### src/rtl/core/gesture_debounce_fsm_macros.svh
// ----------------------------------------------------------------------------
// gesture_debounce_fsm_macros.svh
// Assertion macros for the gesture debounce block. Each macro samples on clk
// and is disabled while rst_n is low.
// ----------------------------------------------------------------------------
`ifndef GESTURE_DEBOUNCE_FSM_MACROS_SVH
`define GESTURE_DEBOUNCE_FSM_MACROS_SVH

// Same-cycle implication
`define GDF_ASSERT_IMPLY(label, ante, cons, msg) \
    label: assert property (@(posedge clk) disable iff (!rst_n) (ante) |-> (cons)) \
        else $error(msg);

// Next-cycle implication
`define GDF_ASSERT_NEXT(label, ante, cons, msg) \
    label: assert property (@(posedge clk) disable iff (!rst_n) (ante) |=> (cons)) \
        else $error(msg);

`endif

### src/rtl/core/gdf_pkg.sv
// ----------------------------------------------------------------------------
// gdf_pkg
// Shared types and constants of the gesture debounce block: gesture codes,
// message codes, configuration register indexes and the control/status
// structs between controller and datapath.
// ----------------------------------------------------------------------------
`default_nettype none

package gdf_pkg;

    // Gesture classes
    typedef logic [1:0] gesture_t;
    localparam gesture_t G_NONE    = 2'd0;
    localparam gesture_t G_PRESS   = 2'd1;
    localparam gesture_t G_MOVE    = 2'd2;
    localparam gesture_t G_ENLARGE = 2'd3;

    // Mode codes as seen on the result
    typedef logic [1:0] mode_code_t;
    localparam mode_code_t MODE_CODE_NOHAND = 2'd0;
    localparam mode_code_t MODE_CODE_READY  = 2'd1;
    localparam mode_code_t MODE_CODE_ACTION = 2'd2;
    localparam mode_code_t MODE_CODE_PAUSED = 2'd3;

    // Status message codes
    typedef logic [2:0] msg_t;
    localparam msg_t MSG_BLANK        = 3'd0;
    localparam msg_t MSG_PLACE_HAND   = 3'd1;
    localparam msg_t MSG_RECOG_HANDS  = 3'd2;
    localparam msg_t MSG_RECOG_GEST   = 3'd3;
    localparam msg_t MSG_PAUSED       = 3'd4;
    localparam msg_t MSG_IN_ACTION    = 3'd5;

    // Configuration registers
    localparam int unsigned NUM_CFG = 5;
    localparam int unsigned CFG_W   = 6;
    typedef logic [CFG_W-1:0] cfg_t;
    typedef logic [2:0]       cfg_idx_t;
    localparam cfg_idx_t CFG_HAND_RECOG   = 3'd0;
    localparam cfg_idx_t CFG_GEST_RECOG   = 3'd1;
    localparam cfg_idx_t CFG_HAND_LOST    = 3'd2;
    localparam cfg_idx_t CFG_PAUSE        = 3'd3;
    localparam cfg_idx_t CFG_ACTION_CHG   = 3'd4;
    localparam cfg_t CFG_RESET [NUM_CFG] = '{6'd10, 6'd10, 6'd4, 6'd5, 6'd3};

    // Progress scale: percent, fits in SCALE_W bits
    localparam int unsigned PERCENT_SCALE = 100;
    localparam int unsigned SCALE_W       = 7;
    localparam int unsigned PROG_W        = 8;

    // Frame counter operation
    typedef enum logic [1:0] {
        CNT_HOLD = 2'd0,
        CNT_INC  = 2'd1,
        CNT_CLR  = 2'd2
    } count_op_t;

    // Controller to datapath
    typedef struct packed {
        logic       capture;
        logic       eval;
        count_op_t  count_op;
        logic       prev_load;
        logic       held_load;
        logic       msg_load;
        msg_t       msg;
        logic       sw_load;
        logic       sw_value;
        cfg_idx_t   lim_sel;
        logic       div_start;
        gesture_t   judged;
        logic       fault;
        logic       out_load;
        mode_code_t mode_code;
    } gdf_cmd_t;

    // Datapath to controller
    typedef struct packed {
        gesture_t             raw;
        gesture_t             prev;
        gesture_t             held;
        logic [NUM_CFG-1:0]   over;
        logic                 div_done;
        logic                 out_free;
    } gdf_status_t;

endpackage

`default_nettype wire

### src/rtl/core/gdf_datapath.sv
// ----------------------------------------------------------------------------
// gdf_datapath
// Frame counter, gesture history, configuration registers, a restoring
// divider for the progress percentage and the result register.
// ----------------------------------------------------------------------------
`default_nettype none

`include "gesture_debounce_fsm_macros.svh"

module gdf_datapath #(
    parameter int unsigned COUNT_WIDTH = 8
) (
    input  wire logic                clk,
    input  wire logic                rst_n,
    input  wire gdf_pkg::gdf_cmd_t   cmd,
    output gdf_pkg::gdf_status_t     st,
    input  wire gdf_pkg::gesture_t   raw_gesture,
    input  wire logic                cfg_we,
    input  wire gdf_pkg::cfg_idx_t   cfg_index,
    input  wire gdf_pkg::cfg_t       cfg_data,
    output logic                     out_valid,
    input  wire logic                out_ready,
    output gdf_pkg::gesture_t        judged_gesture,
    output gdf_pkg::mode_code_t      mode_now,
    output logic [gdf_pkg::PROG_W-1:0] progress_percent,
    output gdf_pkg::msg_t            status_message,
    output logic                     action_switched,
    output logic                     fault
);
    import gdf_pkg::*;

    localparam int unsigned DW   = COUNT_WIDTH + SCALE_W;
    localparam int unsigned IT_W = $clog2(DW);

    cfg_t                   cfg_reg [NUM_CFG];
    logic [COUNT_WIDTH-1:0] count_reg;
    logic [COUNT_WIDTH-1:0] count_inc;
    logic [NUM_CFG-1:0]     limit_over;
    gesture_t               raw_reg;
    gesture_t               prev_reg;
    gesture_t               held_reg;
    msg_t                   msg_reg;
    logic                   sw_reg;
    logic [PROG_W-1:0]      progress_reg;
    gesture_t               judged_reg;
    logic                   fault_reg;

    logic [DW-1:0]          quo_reg;
    logic [CFG_W-1:0]       rem_reg;
    cfg_t                   div_lim_reg;
    logic [IT_W-1:0]        it_reg;
    logic                   div_busy_reg;
    logic [CFG_W:0]         rem_shift;
    logic [CFG_W:0]         rem_diff;
    logic                   qbit;
    logic [DW-1:0]          quo_final;
    logic                   div_last;
    logic [PROG_W-1:0]      progress_sat;

    logic                   out_valid_reg;
    gesture_t               judged_out_reg;
    mode_code_t             mode_out_reg;
    logic [PROG_W-1:0]      progress_out_reg;
    msg_t                   msg_out_reg;
    logic                   sw_out_reg;
    logic                   fault_out_reg;

    // Saturating frame count for this frame
    assign count_inc = (count_reg == {COUNT_WIDTH{1'b1}}) ? count_reg
                                                           : count_reg + 1'b1;

    // One compare per limit register
    always_comb
    begin
        for (int i = 0; i < NUM_CFG; i++)
        begin
            limit_over[i] = count_inc > COUNT_WIDTH'(cfg_reg[i]);
        end
    end

    // Divider step: shift one dividend bit into the remainder. A zero limit
    // makes every quotient bit one, so the result saturates to full scale.
    assign rem_shift    = {rem_reg, quo_reg[DW-1]};
    assign rem_diff     = rem_shift - {1'b0, div_lim_reg};
    assign qbit         = rem_shift >= {1'b0, div_lim_reg};
    assign quo_final    = {quo_reg[DW-2:0], qbit};
    assign div_last     = div_busy_reg && (it_reg == IT_W'(DW - 1));
    assign progress_sat = (|quo_final[DW-1:PROG_W]) ? {PROG_W{1'b1}}
                                                     : quo_final[PROG_W-1:0];

    // Status toward the controller
    assign st = '{raw:      raw_reg,
                  prev:     prev_reg,
                  held:     held_reg,
                  over:     limit_over,
                  div_done: div_last,
                  out_free: !out_valid_reg || out_ready};

    // Configuration and per-frame state
    always_ff @(posedge clk or negedge rst_n)
    begin
        if (!rst_n)
        begin
            for (int i = 0; i < NUM_CFG; i++)
            begin
                cfg_reg[i] <= CFG_RESET[i];
            end
            count_reg    <= '0;
            prev_reg     <= G_NONE;
            held_reg     <= G_PRESS;
            msg_reg      <= MSG_BLANK;
            sw_reg       <= 1'b0;
            progress_reg <= '0;
        end
        else
        begin
            if (cfg_we && (cfg_index < cfg_idx_t'(NUM_CFG)))
            begin
                cfg_reg[cfg_index] <= cfg_data;
            end
            case (cmd.count_op)
                CNT_INC: count_reg <= count_inc;
                CNT_CLR: count_reg <= '0;
                default: count_reg <= count_reg;
            endcase
            if (cmd.prev_load)
            begin
                prev_reg <= raw_reg;
            end
            if (cmd.held_load)
            begin
                held_reg <= raw_reg;
            end
            if (cmd.msg_load)
            begin
                msg_reg <= cmd.msg;
            end
            if (cmd.sw_load)
            begin
                sw_reg <= cmd.sw_value;
            end
            if (div_last)
            begin
                progress_reg <= progress_sat;
            end
        end
    end

    // Divider control
    always_ff @(posedge clk or negedge rst_n)
    begin
        if (!rst_n)
        begin
            div_busy_reg <= 1'b0;
            it_reg       <= '0;
        end
        else if (cmd.div_start)
        begin
            div_busy_reg <= 1'b1;
            it_reg       <= '0;
        end
        else if (div_busy_reg)
        begin
            div_busy_reg <= !div_last;
            it_reg       <= it_reg + 1'b1;
        end
    end

    // Captured item, step results and divider operands
    always_ff @(posedge clk)
    begin
        if (cmd.capture)
        begin
            raw_reg <= raw_gesture;
        end
        if (cmd.eval)
        begin
            judged_reg <= cmd.judged;
            fault_reg  <= cmd.fault;
        end
        if (cmd.div_start)
        begin
            quo_reg     <= DW'(count_inc) * DW'(PERCENT_SCALE);
            rem_reg     <= '0;
            div_lim_reg <= cfg_reg[cmd.lim_sel];
        end
        else if (div_busy_reg)
        begin
            quo_reg <= quo_final;
            rem_reg <= qbit ? rem_diff[CFG_W-1:0] : rem_shift[CFG_W-1:0];
        end
    end

    // Result register valid
    always_ff @(posedge clk or negedge rst_n)
    begin
        if (!rst_n)
        begin
            out_valid_reg <= 1'b0;
        end
        else if (cmd.out_load)
        begin
            out_valid_reg <= 1'b1;
        end
        else if (out_ready)
        begin
            out_valid_reg <= 1'b0;
        end
    end

    // Result register payload
    always_ff @(posedge clk)
    begin
        if (cmd.out_load)
        begin
            judged_out_reg   <= judged_reg;
            mode_out_reg     <= cmd.mode_code;
            progress_out_reg <= progress_reg;
            msg_out_reg      <= msg_reg;
            sw_out_reg       <= sw_reg;
            fault_out_reg    <= fault_reg;
        end
    end

    assign out_valid        = out_valid_reg;
    assign judged_gesture   = judged_out_reg;
    assign mode_now         = mode_out_reg;
    assign progress_percent = progress_out_reg;
    assign status_message   = msg_out_reg;
    assign action_switched  = sw_out_reg;
    assign fault            = fault_out_reg;

    `GDF_ASSERT_NEXT(a_progress_hold, !div_last, $stable(progress_reg), "progress moved")
    `GDF_ASSERT_IMPLY(a_no_load_while_full, cmd.out_load, st.out_free, "result overwritten")

endmodule

`default_nettype wire

### src/rtl/core/gdf_ctrl.sv
// ----------------------------------------------------------------------------
// gdf_ctrl
// Sequencer (idle, evaluate, divide, done) and the four-mode gesture machine.
// Decides every state update of a frame and drives the datapath.
// ----------------------------------------------------------------------------
`default_nettype none

`include "gesture_debounce_fsm_macros.svh"

module gdf_ctrl (
    input  wire logic                  clk,
    input  wire logic                  rst_n,
    input  wire logic                  in_valid,
    output logic                       in_ready,
    input  wire gdf_pkg::gdf_status_t  st,
    output gdf_pkg::gdf_cmd_t          cmd
);
    import gdf_pkg::*;

    typedef enum logic [3:0] {
        S_IDLE = 4'b0001,
        S_EVAL = 4'b0010,
        S_DIV  = 4'b0100,
        S_DONE = 4'b1000
    } seq_state_t;

    typedef enum logic [3:0] {
        MODE_NOHAND = 4'b0001,
        MODE_READY  = 4'b0010,
        MODE_ACTION = 4'b0100,
        MODE_PAUSED = 4'b1000
    } mode_t;

    seq_state_t state_reg;
    seq_state_t state_next;
    mode_t      mode_reg;
    mode_t      mode_next;
    mode_t      adv_mode;
    logic       same;
    logic       adv;
    logic       held_on_adv;
    logic       sw_on_adv;

    function automatic mode_code_t mode_code(input mode_t m);
        case (m)
            MODE_READY:  return MODE_CODE_READY;
            MODE_ACTION: return MODE_CODE_ACTION;
            MODE_PAUSED: return MODE_CODE_PAUSED;
            default:     return MODE_CODE_NOHAND;
        endcase
    endfunction

    assign in_ready = (state_reg == S_IDLE);
    assign same     = (st.raw == st.prev);

    // Frame decision
    always_comb
    begin
        cmd           = '0;
        cmd.count_op  = CNT_HOLD;
        cmd.lim_sel   = CFG_HAND_RECOG;
        cmd.msg       = MSG_BLANK;
        cmd.judged    = st.raw;
        cmd.mode_code = mode_code(mode_reg);
        cmd.capture   = (state_reg == S_IDLE) && in_valid;
        cmd.out_load  = (state_reg == S_DONE) && st.out_free;
        mode_next     = mode_reg;
        adv_mode      = mode_reg;
        adv           = 1'b0;
        held_on_adv   = 1'b0;
        sw_on_adv     = 1'b0;

        if (state_reg == S_EVAL)
        begin
            cmd.eval = 1'b1;
            if (same)
            begin
                // Repeated gesture: count it and test the active limit where the mode sets one
                cmd.count_op = CNT_INC;
                case (mode_reg)
                    MODE_NOHAND:
                    begin
                        if (st.raw == G_NONE)
                        begin
                            cmd.msg_load = 1'b1;
                            cmd.msg      = MSG_PLACE_HAND;
                        end
                        else if (st.raw == G_MOVE)
                        begin
                            cmd.msg_load = 1'b1;
                            cmd.msg      = MSG_RECOG_HANDS;
                            adv          = 1'b1;
                            cmd.lim_sel  = CFG_HAND_RECOG;
                            adv_mode     = MODE_READY;
                        end
                        else
                        begin
                            // press or enlarge cannot repeat without a hand
                            cmd.fault = 1'b1;
                        end
                    end
                    MODE_READY:
                    begin
                        cmd.msg_load = 1'b1;
                        cmd.msg      = MSG_RECOG_GEST;
                        adv          = 1'b1;
                        if (st.raw == G_NONE)
                        begin
                            cmd.lim_sel = CFG_HAND_LOST;
                            adv_mode    = MODE_NOHAND;
                        end
                        else
                        begin
                            cmd.lim_sel = CFG_GEST_RECOG;
                            adv_mode    = MODE_ACTION;
                            held_on_adv = 1'b1;
                        end
                    end
                    MODE_PAUSED:
                    begin
                        cmd.msg_load = 1'b1;
                        cmd.msg      = MSG_PAUSED;
                        cmd.lim_sel  = CFG_PAUSE;
                        case (st.raw)
                            G_PRESS:
                            begin
                                adv         = 1'b1;
                                adv_mode    = MODE_ACTION;
                                held_on_adv = 1'b1;
                            end
                            G_MOVE:
                            begin
                                adv      = 1'b1;
                                adv_mode = MODE_READY;
                            end
                            G_NONE:
                            begin
                                adv      = 1'b1;
                                adv_mode = MODE_NOHAND;
                            end
                            default:
                            begin
                                // enlarge is ignored while paused
                                adv = 1'b0;
                            end
                        endcase
                    end
                    MODE_ACTION:
                    begin
                        cmd.msg_load = 1'b1;
                        cmd.msg      = MSG_IN_ACTION;
                        if (st.raw == G_NONE)
                        begin
                            adv         = 1'b1;
                            cmd.lim_sel = CFG_HAND_LOST;
                            adv_mode    = MODE_NOHAND;
                        end
                        else
                        begin
                            cmd.sw_load  = 1'b1;
                            cmd.sw_value = 1'b0;
                            cmd.judged   = st.held;
                            if (st.raw != st.held)
                            begin
                                adv         = 1'b1;
                                cmd.lim_sel = CFG_ACTION_CHG;
                                adv_mode    = (st.held == G_PRESS) ? MODE_PAUSED
                                                                   : MODE_READY;
                                sw_on_adv   = 1'b1;
                            end
                        end
                    end
                    default:
                    begin
                        adv = 1'b0;
                    end
                endcase

                // Progress whenever a limit is tested; mode change once the limit is passed
                if (adv)
                begin
                    cmd.div_start = 1'b1;
                    if (st.over[cmd.lim_sel])
                    begin
                        mode_next     = adv_mode;
                        cmd.count_op  = CNT_CLR;
                        cmd.held_load = held_on_adv;
                        if (sw_on_adv)
                        begin
                            cmd.sw_value = 1'b1;
                        end
                    end
                end
            end
            else
            begin
                // New gesture: restart the count where the mode allows it
                case (mode_reg)
                    MODE_NOHAND:
                    begin
                        if ((st.raw == G_PRESS) || (st.raw == G_ENLARGE))
                        begin
                            cmd.judged = st.prev;
                        end
                        else
                        begin
                            cmd.count_op  = CNT_CLR;
                            cmd.prev_load = 1'b1;
                        end
                    end
                    MODE_READY:
                    begin
                        if (st.raw != G_NONE)
                        begin
                            cmd.count_op  = CNT_CLR;
                            cmd.prev_load = 1'b1;
                        end
                    end
                    MODE_ACTION:
                    begin
                        cmd.count_op  = CNT_CLR;
                        cmd.prev_load = 1'b1;
                        if (st.raw != G_NONE)
                        begin
                            cmd.judged = st.held;
                        end
                    end
                    MODE_PAUSED:
                    begin
                        if (st.raw != G_ENLARGE)
                        begin
                            cmd.count_op  = CNT_CLR;
                            cmd.prev_load = 1'b1;
                        end
                    end
                    default:
                    begin
                        cmd.count_op = CNT_HOLD;
                    end
                endcase
            end
        end
    end

    // Advance the sequencer
    always_comb
    begin
        state_next = state_reg;
        case (state_reg)
            S_IDLE:
            begin
                if (in_valid)
                begin
                    state_next = S_EVAL;
                end
            end
            S_EVAL:
            begin
                state_next = cmd.div_start ? S_DIV : S_DONE;
            end
            S_DIV:
            begin
                if (st.div_done)
                begin
                    state_next = S_DONE;
                end
            end
            S_DONE:
            begin
                if (st.out_free)
                begin
                    state_next = S_IDLE;
                end
            end
            default:
            begin
                state_next = S_IDLE;
            end
        endcase
    end

    always_ff @(posedge clk or negedge rst_n)
    begin
        if (!rst_n)
        begin
            state_reg <= S_IDLE;
            mode_reg  <= MODE_NOHAND;
        end
        else
        begin
            state_reg <= state_next;
            mode_reg  <= mode_next;
        end
    end

    `GDF_ASSERT_NEXT(a_accept_eval, in_valid && in_ready, state_reg == S_EVAL, "accepted item skipped evaluation")
    `GDF_ASSERT_NEXT(a_mode_hold, state_reg != S_EVAL, $stable(mode_reg), "mode changed outside evaluation")
    `GDF_ASSERT_IMPLY(a_div_in_div, st.div_done, state_reg == S_DIV, "divider finished outside divide state")

endmodule

`default_nettype wire

### src/rtl/core/gesture_debounce_fsm.sv
// An accepted item passes from idle through evaluate, divide when a frame limit
// is tested, and done, which loads it into the result register once it is free.
// Items are taken one at a time, in the idle state only; the bit-serial percentage
// divider takes one quotient bit per cycle.
// A new item is taken while the previous result waits in the output register.
// Reset: asynchronous, active low; limits return to 10, 10, 4, 5, 3.
// ----------------------------------------------------------------------------
// gesture_debounce_fsm
// Per-frame gesture qualifier: four-mode debounce machine with progress
// percentage, status message, action-switch flag and fault flag.
// ----------------------------------------------------------------------------
`default_nettype none

module gesture_debounce_fsm #(
    parameter int unsigned COUNT_WIDTH = 8
) (
    input  wire logic                  clk,
    input  wire logic                  rst_n,
    input  wire logic                  in_valid,
    output logic                       in_ready,
    input  wire gdf_pkg::gesture_t     raw_gesture,
    output logic                       out_valid,
    input  wire logic                  out_ready,
    output gdf_pkg::gesture_t          judged_gesture,
    output gdf_pkg::mode_code_t        mode_now,
    output logic [gdf_pkg::PROG_W-1:0] progress_percent,
    output gdf_pkg::msg_t              status_message,
    output logic                       action_switched,
    output logic                       fault,
    input  wire logic                  cfg_we,
    input  wire gdf_pkg::cfg_idx_t     cfg_index,
    input  wire gdf_pkg::cfg_t         cfg_data
);
    import gdf_pkg::*;

    gdf_cmd_t    cmd;
    gdf_status_t st;

    // Sequencer and mode machine
    gdf_ctrl u_ctrl (
        .clk      (clk),
        .rst_n    (rst_n),
        .in_valid (in_valid),
        .in_ready (in_ready),
        .st       (st),
        .cmd      (cmd)
    );

    // Counters, limits, divider and result register
    gdf_datapath #(
        .COUNT_WIDTH (COUNT_WIDTH)
    ) u_datapath (
        .clk              (clk),
        .rst_n            (rst_n),
        .cmd              (cmd),
        .st               (st),
        .raw_gesture      (raw_gesture),
        .cfg_we           (cfg_we),
        .cfg_index        (cfg_index),
        .cfg_data         (cfg_data),
        .out_valid        (out_valid),
        .out_ready        (out_ready),
        .judged_gesture   (judged_gesture),
        .mode_now         (mode_now),
        .progress_percent (progress_percent),
        .status_message   (status_message),
        .action_switched  (action_switched),
        .fault            (fault)
    );

endmodule

`default_nettype wire

### config.mk
export PLATFORM = sky130hd
export DESIGN_NAME = gesture_debounce_fsm
export DESIGN_NICKNAME = d
export VERILOG_FILES = /design/src/rtl/core/gdf_pkg.sv /design/src/rtl/core/gdf_datapath.sv /design/src/rtl/core/gdf_ctrl.sv /design/src/rtl/core/gesture_debounce_fsm.sv
export VERILOG_INCLUDE_DIRS = /design/src /design/src/rtl/core
export SDC_FILE = /design/constraint.sdc
export NUM_CORES = 1
export LEC_CHECK = 0
export ABC_AREA = 1
export BUFFER_PORTS_ARGS = -buffer_cell sky130_fd_sc_hd__buf_2
export CAP_MARGIN = 20
export CORE_MARGIN = 4
export CORE_UTILIZATION = 40
export CTS_CLUSTER_DIAMETER = 120
export DETAILED_ROUTE_END_ITERATION = 16
export PLACE_DENSITY = 0.52
export RECOVER_POWER = 100
export SYNTH_ARGS = -nofsm -noshare
export SYNTH_HDL_FRONTEND = slang
export SYNTH_SLANG_ARGS = --single-unit
### constraint.sdc
create_clock -name clk -period 5.6 [get_ports clk]
set_clock_uncertainty 0.2 [all_clocks]
set_input_delay 0.56 -clock clk [delete_from_list [all_inputs] [get_ports clk]]
set_output_delay 0.56 -clock clk [all_outputs]
set_load 0.01 [all_outputs]
### Word level (Yosys, flattened, before mapping)

Cells that the tools add are included.

* $add $sub $neg: 3
* multiply operators: 1
* order comparisons: 11
* equal/unequal tests: 26
* mux-type cells: 87
* bitwise gates (word level): 5
* reductions and logical operators: 20

Operators by type and width (count)
* 4-bit 2-to-1 mux: 13
* 4-bit case mux with 4 select lines: 3
* 8-bit by 6-bit greater-than comparator with 1-bit output: 5
* 30-bit bitwise mux: 1
* 15-bit 2-to-1 mux: 2
* 1-bit 2-to-1 mux: 29
* 3-bit 2-to-1 mux: 8
* 6-bit 2-to-1 mux: 4
* 2-bit 2-to-1 mux: 11
* 6-bit binary-select mux with 3-bit select: 1
* 6-bit demux with 3-bit select: 1
* 18-bit 2-to-1 mux: 1
* 8-bit 2-to-1 mux: 2
* 8-bit case mux with 2 select lines: 1
* 8-bit by 5-bit multiplier with 13-bit output, second input constant: 1
* 4-bit == test, second input constant: 3
* 4-bit case mux with 3 select lines: 1
* 11-bit 2-to-1 mux: 1
* 3-bit case mux with 3 select lines: 1
* 9-bit AND reduction: 1
* 8-bit by 1-bit adder with 8-bit output, second input constant: 1
* 4-bit by 1-bit == test with 1-bit output, second input constant: 2
* 4-bit by 2-bit == test with 1-bit output, second input constant: 2
* 4-bit by 3-bit == test with 1-bit output, second input constant: 2
* 34 further kinds: 56

* register bits: 117
* word-level logic and storage cells: 182

### Longest topological paths before layout

* word-level depth: 16
* mapped depth: 27
* mapped depth without buffers: 27

### Cells and area by module

A second synthesis with hierarchy kept.

* cells, all modules: 904
* area total of the unflattened synthesis: 7408.4 µm²

By module, submodules not included
* gdf_datapath: instances 1, cells each 733, area each 6359.8 µm², sequential area each 2905.3 µm²
* gdf_ctrl: instances 1, cells each 171, area each 1048.5 µm², sequential area each 202.7 µm²

### Least setup slack after synthesis

OpenSTA, ideal clock, no wires.

* kind: register to register
* start point: reg u_datapath.count_reg[0]
* end point: reg u_datapath.quo_reg[14], data pin
* data arrival time: 4.135 ns
* data required time: 5.142 ns
* slack: 1.007 ns
* cell stages (with the launch flop): 25
* path through: dfrtp_1 -> ha_1 -> inv_1 -> nor2_4 -> a211oi_1 -> a21oi_1 -> ha_1 -> ha_1 -> inv_1 -> fa_1 -> inv_1 -> ha_1 -> nand2_1 -> inv_1 -> o21ai_0 -> nand2_1 -> nand2_1 -> inv_1 -> or2_2 -> a21oi_1 -> nor2_1 -> o21ai_0 -> nand2_1 -> o21ai_0 -> nand2_1

* longest elaborated chain between the ends: 4

Ends and longest elaborated chain
* start: declaration: RTL line gdf_datapath.sv:36 `logic [COUNT_WIDTH-1:0] count_reg;`
* start signal: assignment: RTL line gdf_datapath.sv:122 `CNT_INC: count_reg <= count_inc;`
* start signal: assignment: RTL line gdf_datapath.sv:124 `default: count_reg <= count_reg;`
* 8-bit by 1-bit adder with 8-bit output / 8-bit == test (equally long branches): RTL line gdf_datapath.sv:70, gdf_datapath.sv:69
* 8-bit 2-to-1 mux (*): RTL line gdf_datapath.sv:69 `assign count_inc = (count_reg == {COUNT_WIDTH{1'b1}}) ? count_reg`
* 8-bit by 5-bit multiplier with 13-bit output (*): RTL line gdf_datapath.sv:183 `quo_reg <= DW'(count_inc) * DW'(PERCENT_SCALE);`
* 15-bit 2-to-1 mux (*): RTL line gdf_datapath.sv:181 `if (cmd.div_start)`
* end signal: assignment: RTL line gdf_datapath.sv:183
* end signal: assignment: RTL line gdf_datapath.sv:189 `quo_reg <= quo_final;`
* end: declaration: RTL line gdf_datapath.sv:48 `logic [DW-1:0] quo_reg;`

Every way passes the cells marked *; elsewhere a longest branch is shown, timed or not.
A chain may end at the register's enable or synchronous reset.

### Final worst setup path

Ends and elaborated chain as after synthesis.

==> qor.yml <==
r2r_end: "u_datapath.quo_reg[14]"
drtIter0Drc: 529
die_h_um: 141
vias: 5762
synth_warnings: 0
finalSetupViolations: 0
multi_input_area_um2: 3260
worstSetupPathType: "flip-flop to flip-flop"
cts_htree_levels: 4
hold_end: "u_datapath.raw_reg[1]"
grt_pass1_wl_mm: 28.8
synthesis.nets: 928
rsz0062_at_grt: "false"
ys_seq_area_share_pct: 44.0
hpwl_mm: 13.1
largest_register_ffs: 30
clk_path_buf_depth: 2
worstSetupEndpointType: "flip-flop"
grt_pass1_vias: 5621
portBuffers: 34
yosysTopAreaCellShare_pct: 19.8
period_share_pct: 84.5
synthTopCellsByCount: "nand2_1, inv_1, o21ai_0"
viasPerCell: 5.08
synthSimpleGateAreaFrac_pct: 21.7
overflow: 0
slew_headroom_pct: -152
cts_tree: "built"
drc: 0
reg2reg_depth: 25
yosys.area_share.adder_pct: 10.2
netlist_instances: 857
final.setup.tns_ns: 0
synth-xor-area-share_pct: 1.12
wire_per_inst_um: 15.0
violations: "max-capacitance violations, max-slew violations"
worstReg2RegStart: "u_datapath.count_reg[0]"
hold_viol: 0
std_cell_rows: 48
cp_slowest_cell: "fa_1"
avgSynthCellArea_um2: 8.24
synth_cell_types: 50
startpoint: "u_datapath.count_reg[0]"
initial_utilization_pct: 40.8
fin_hold_ws_ns: 0.119
synth_top_area_cell: "dfrtp_1"
synth_top_family_by_area: "simple AND/OR/NAND/NOR gates"
synth.most_common_cell: "nand2_1"
outcome: "finished with violations"
ios: 35
period_needed_ns: 4.73
worstHoldStart: "raw_gesture[1]"
synth-compound-area-share_pct: 13.9
ir_drop_uv: 215
cellLeakagePower_uw: 0.00390
power.density_nw_per_um2: 371
slew_viol_final: 69
routed_wl_mm: 17.0
synthesis.area_um2: 7060
grt_max_degree: 69
tightestPinTransition_ns: 3.77
firstDrtPassIters: 5
cts_hold_buffers: 0
clock-sinks: 117
synthFlopType: "dfrtp_1"
yosys-top-cells-area: "dfrtp_1, edfxtp_1, nand2_1"
die_w_um: 141
dp.cells: 1103
cts_resized: 0
regToRegSetupSlack_ns: 0.87
max_freq_ghz: 0.211
fin_area_um2: 7980
fillers: 1734
synth_enable_flop_cells: 41
startpoint_type: "flip-flop"
root_buffer: "clkbuf_16"
crit_fanout: 7
placed_cell_area_um2: 7450
drv_cap: 1
antenna_found_initial: 0
core_area_um2: 17300
area_growth_syn_to_layout_pct: 13.0
seq_area_um2: 3110
async_flop_share_pct: 58.1
clock_latency_ns: 0.41
n_antenna_cell: 0
cp.arrival_ns: 4.70
dieArea_um2: 19800
timing.final.ws_setup_ns: 0.867
clk_pin_slew_ns: 0.05
final_layout_size_suffix_gt1_share_pct: 9.78
gp_congestion: 0.921
cts_buffers: 17
holdCritPathClass: "primary input to flip-flop"
yosys_register_bits: 117
finalNetCount: 968
synthMuxAreaShare_pct: 0
holdPathStages: 1
instances_no_fill: 1135
post_cts_buffers: 0
max_stage_delay_ns: 0.53
antenna_left: 0
pre_cts_ws_ns: 0.896
critical_path_required_ns: 5.57
grtUsageTotal_pct: 18.3
stage by stage:
stage	power, uW	util [%]
3_5_place_dp	1860	43.1
5_1_grt	3160	46.1
6_report	2960	46.1
2_1_floorplan	1640	-
4_1_cts	3010	46.7
3_3_place_gp	1840	43.1
kinds of logic (layout without fill, tap and decap cells):
| logic type | after synthesis | count (layout) |
|---|---|---|
| simple gates | 343 | 343 |
| flops | 117 | 117 |
| fa+ha+maj | 55 | 55 |
| xor+xnor | 9 | 9 |
| buf+inv | 163 | 216 |
| compound gates | 170 | 170 |
worst max-delay path: cells and delay by family (launching register included):
kind                     cells  cell delay, ns
flip-flops                   1            0.43
AND/OR/NAND/NOR             10            1.34
AO/OA/AOI/OAI                4            0.62
adder cells (fa/ha/maj)      5            1.55
buffers and inverters        6            0.36
worst max-delay path by stage:
| stage | end | depth (start not counted) |
|---|---|---|
| 2_1_floorplan | u_datapath.quo_reg[14] | 24 |
| 3_3_place_gp | u_datapath.quo_reg[14] | 22 |
| 3_5_place_dp | u_datapath.quo_reg[14] | 22 |
| 4_1_cts | u_datapath.quo_reg[14] | 22 |
| 5_1_grt | u_datapath.quo_reg[14] | 25 |
| 6_report | u_datapath.quo_reg[14] | 25 |
layout make-up:
type | count | area share, %
Inverter | 144 | 6.77
Tap cell | 225 | 3.53
Clock buffer | 20 | 5.86
Clock inverter | 12 | 1.90
Multi-Input combinational cell | 577 | 40.8
Sequential cell | 117 | 39.0
Timing Repair Buffer | 40 | 2.13
metal layers:
layer | vias up | global-route usage [%] | share of wire (%)
li1 | 2911 | - | -
met1 | 2692 | 25.6 | 48
met2 | 134 | 28.5 | 45
met3 | 25 | 3.32 | 4.5
met4 | 0 | 6.32 | 1.9
met5 | - | 0 | 0
power by group:
group          switching [uW]  total (uW)  internal [uW]
combinational             493         756            264
clock                     396        1130            737
sequential               76.1        1070            992
cells in the final DEF (no fill, tap or decap), drive strengths merged:
cell / n
nand3: 38
clkinvlp: 1
dfstp: 12
nand3b: 5
o32ai: 1
o21bai: 2
edfxtp: 41
a31o: 4
a21oi: 43
inv: 144
fa: 4
buf: 14
xnor2: 3
a22o: 2
xor2: 6
a221o: 1
a311oi: 1
or2: 5
dfxtp: 8
nand2: 185
o21ai: 86
nor4: 2
o2bb2ai: 1
clkinv: 8
nand4: 12
bufinv: 3
and3: 2
dfrtp: 56
clkbuf: 46
ha: 51
o22ai: 17
o211ai: 4
nor3: 11
o31ai: 4
nor2: 83
a211oi: 3
a22oi: 1
Power figures use the tool's default switching activity.
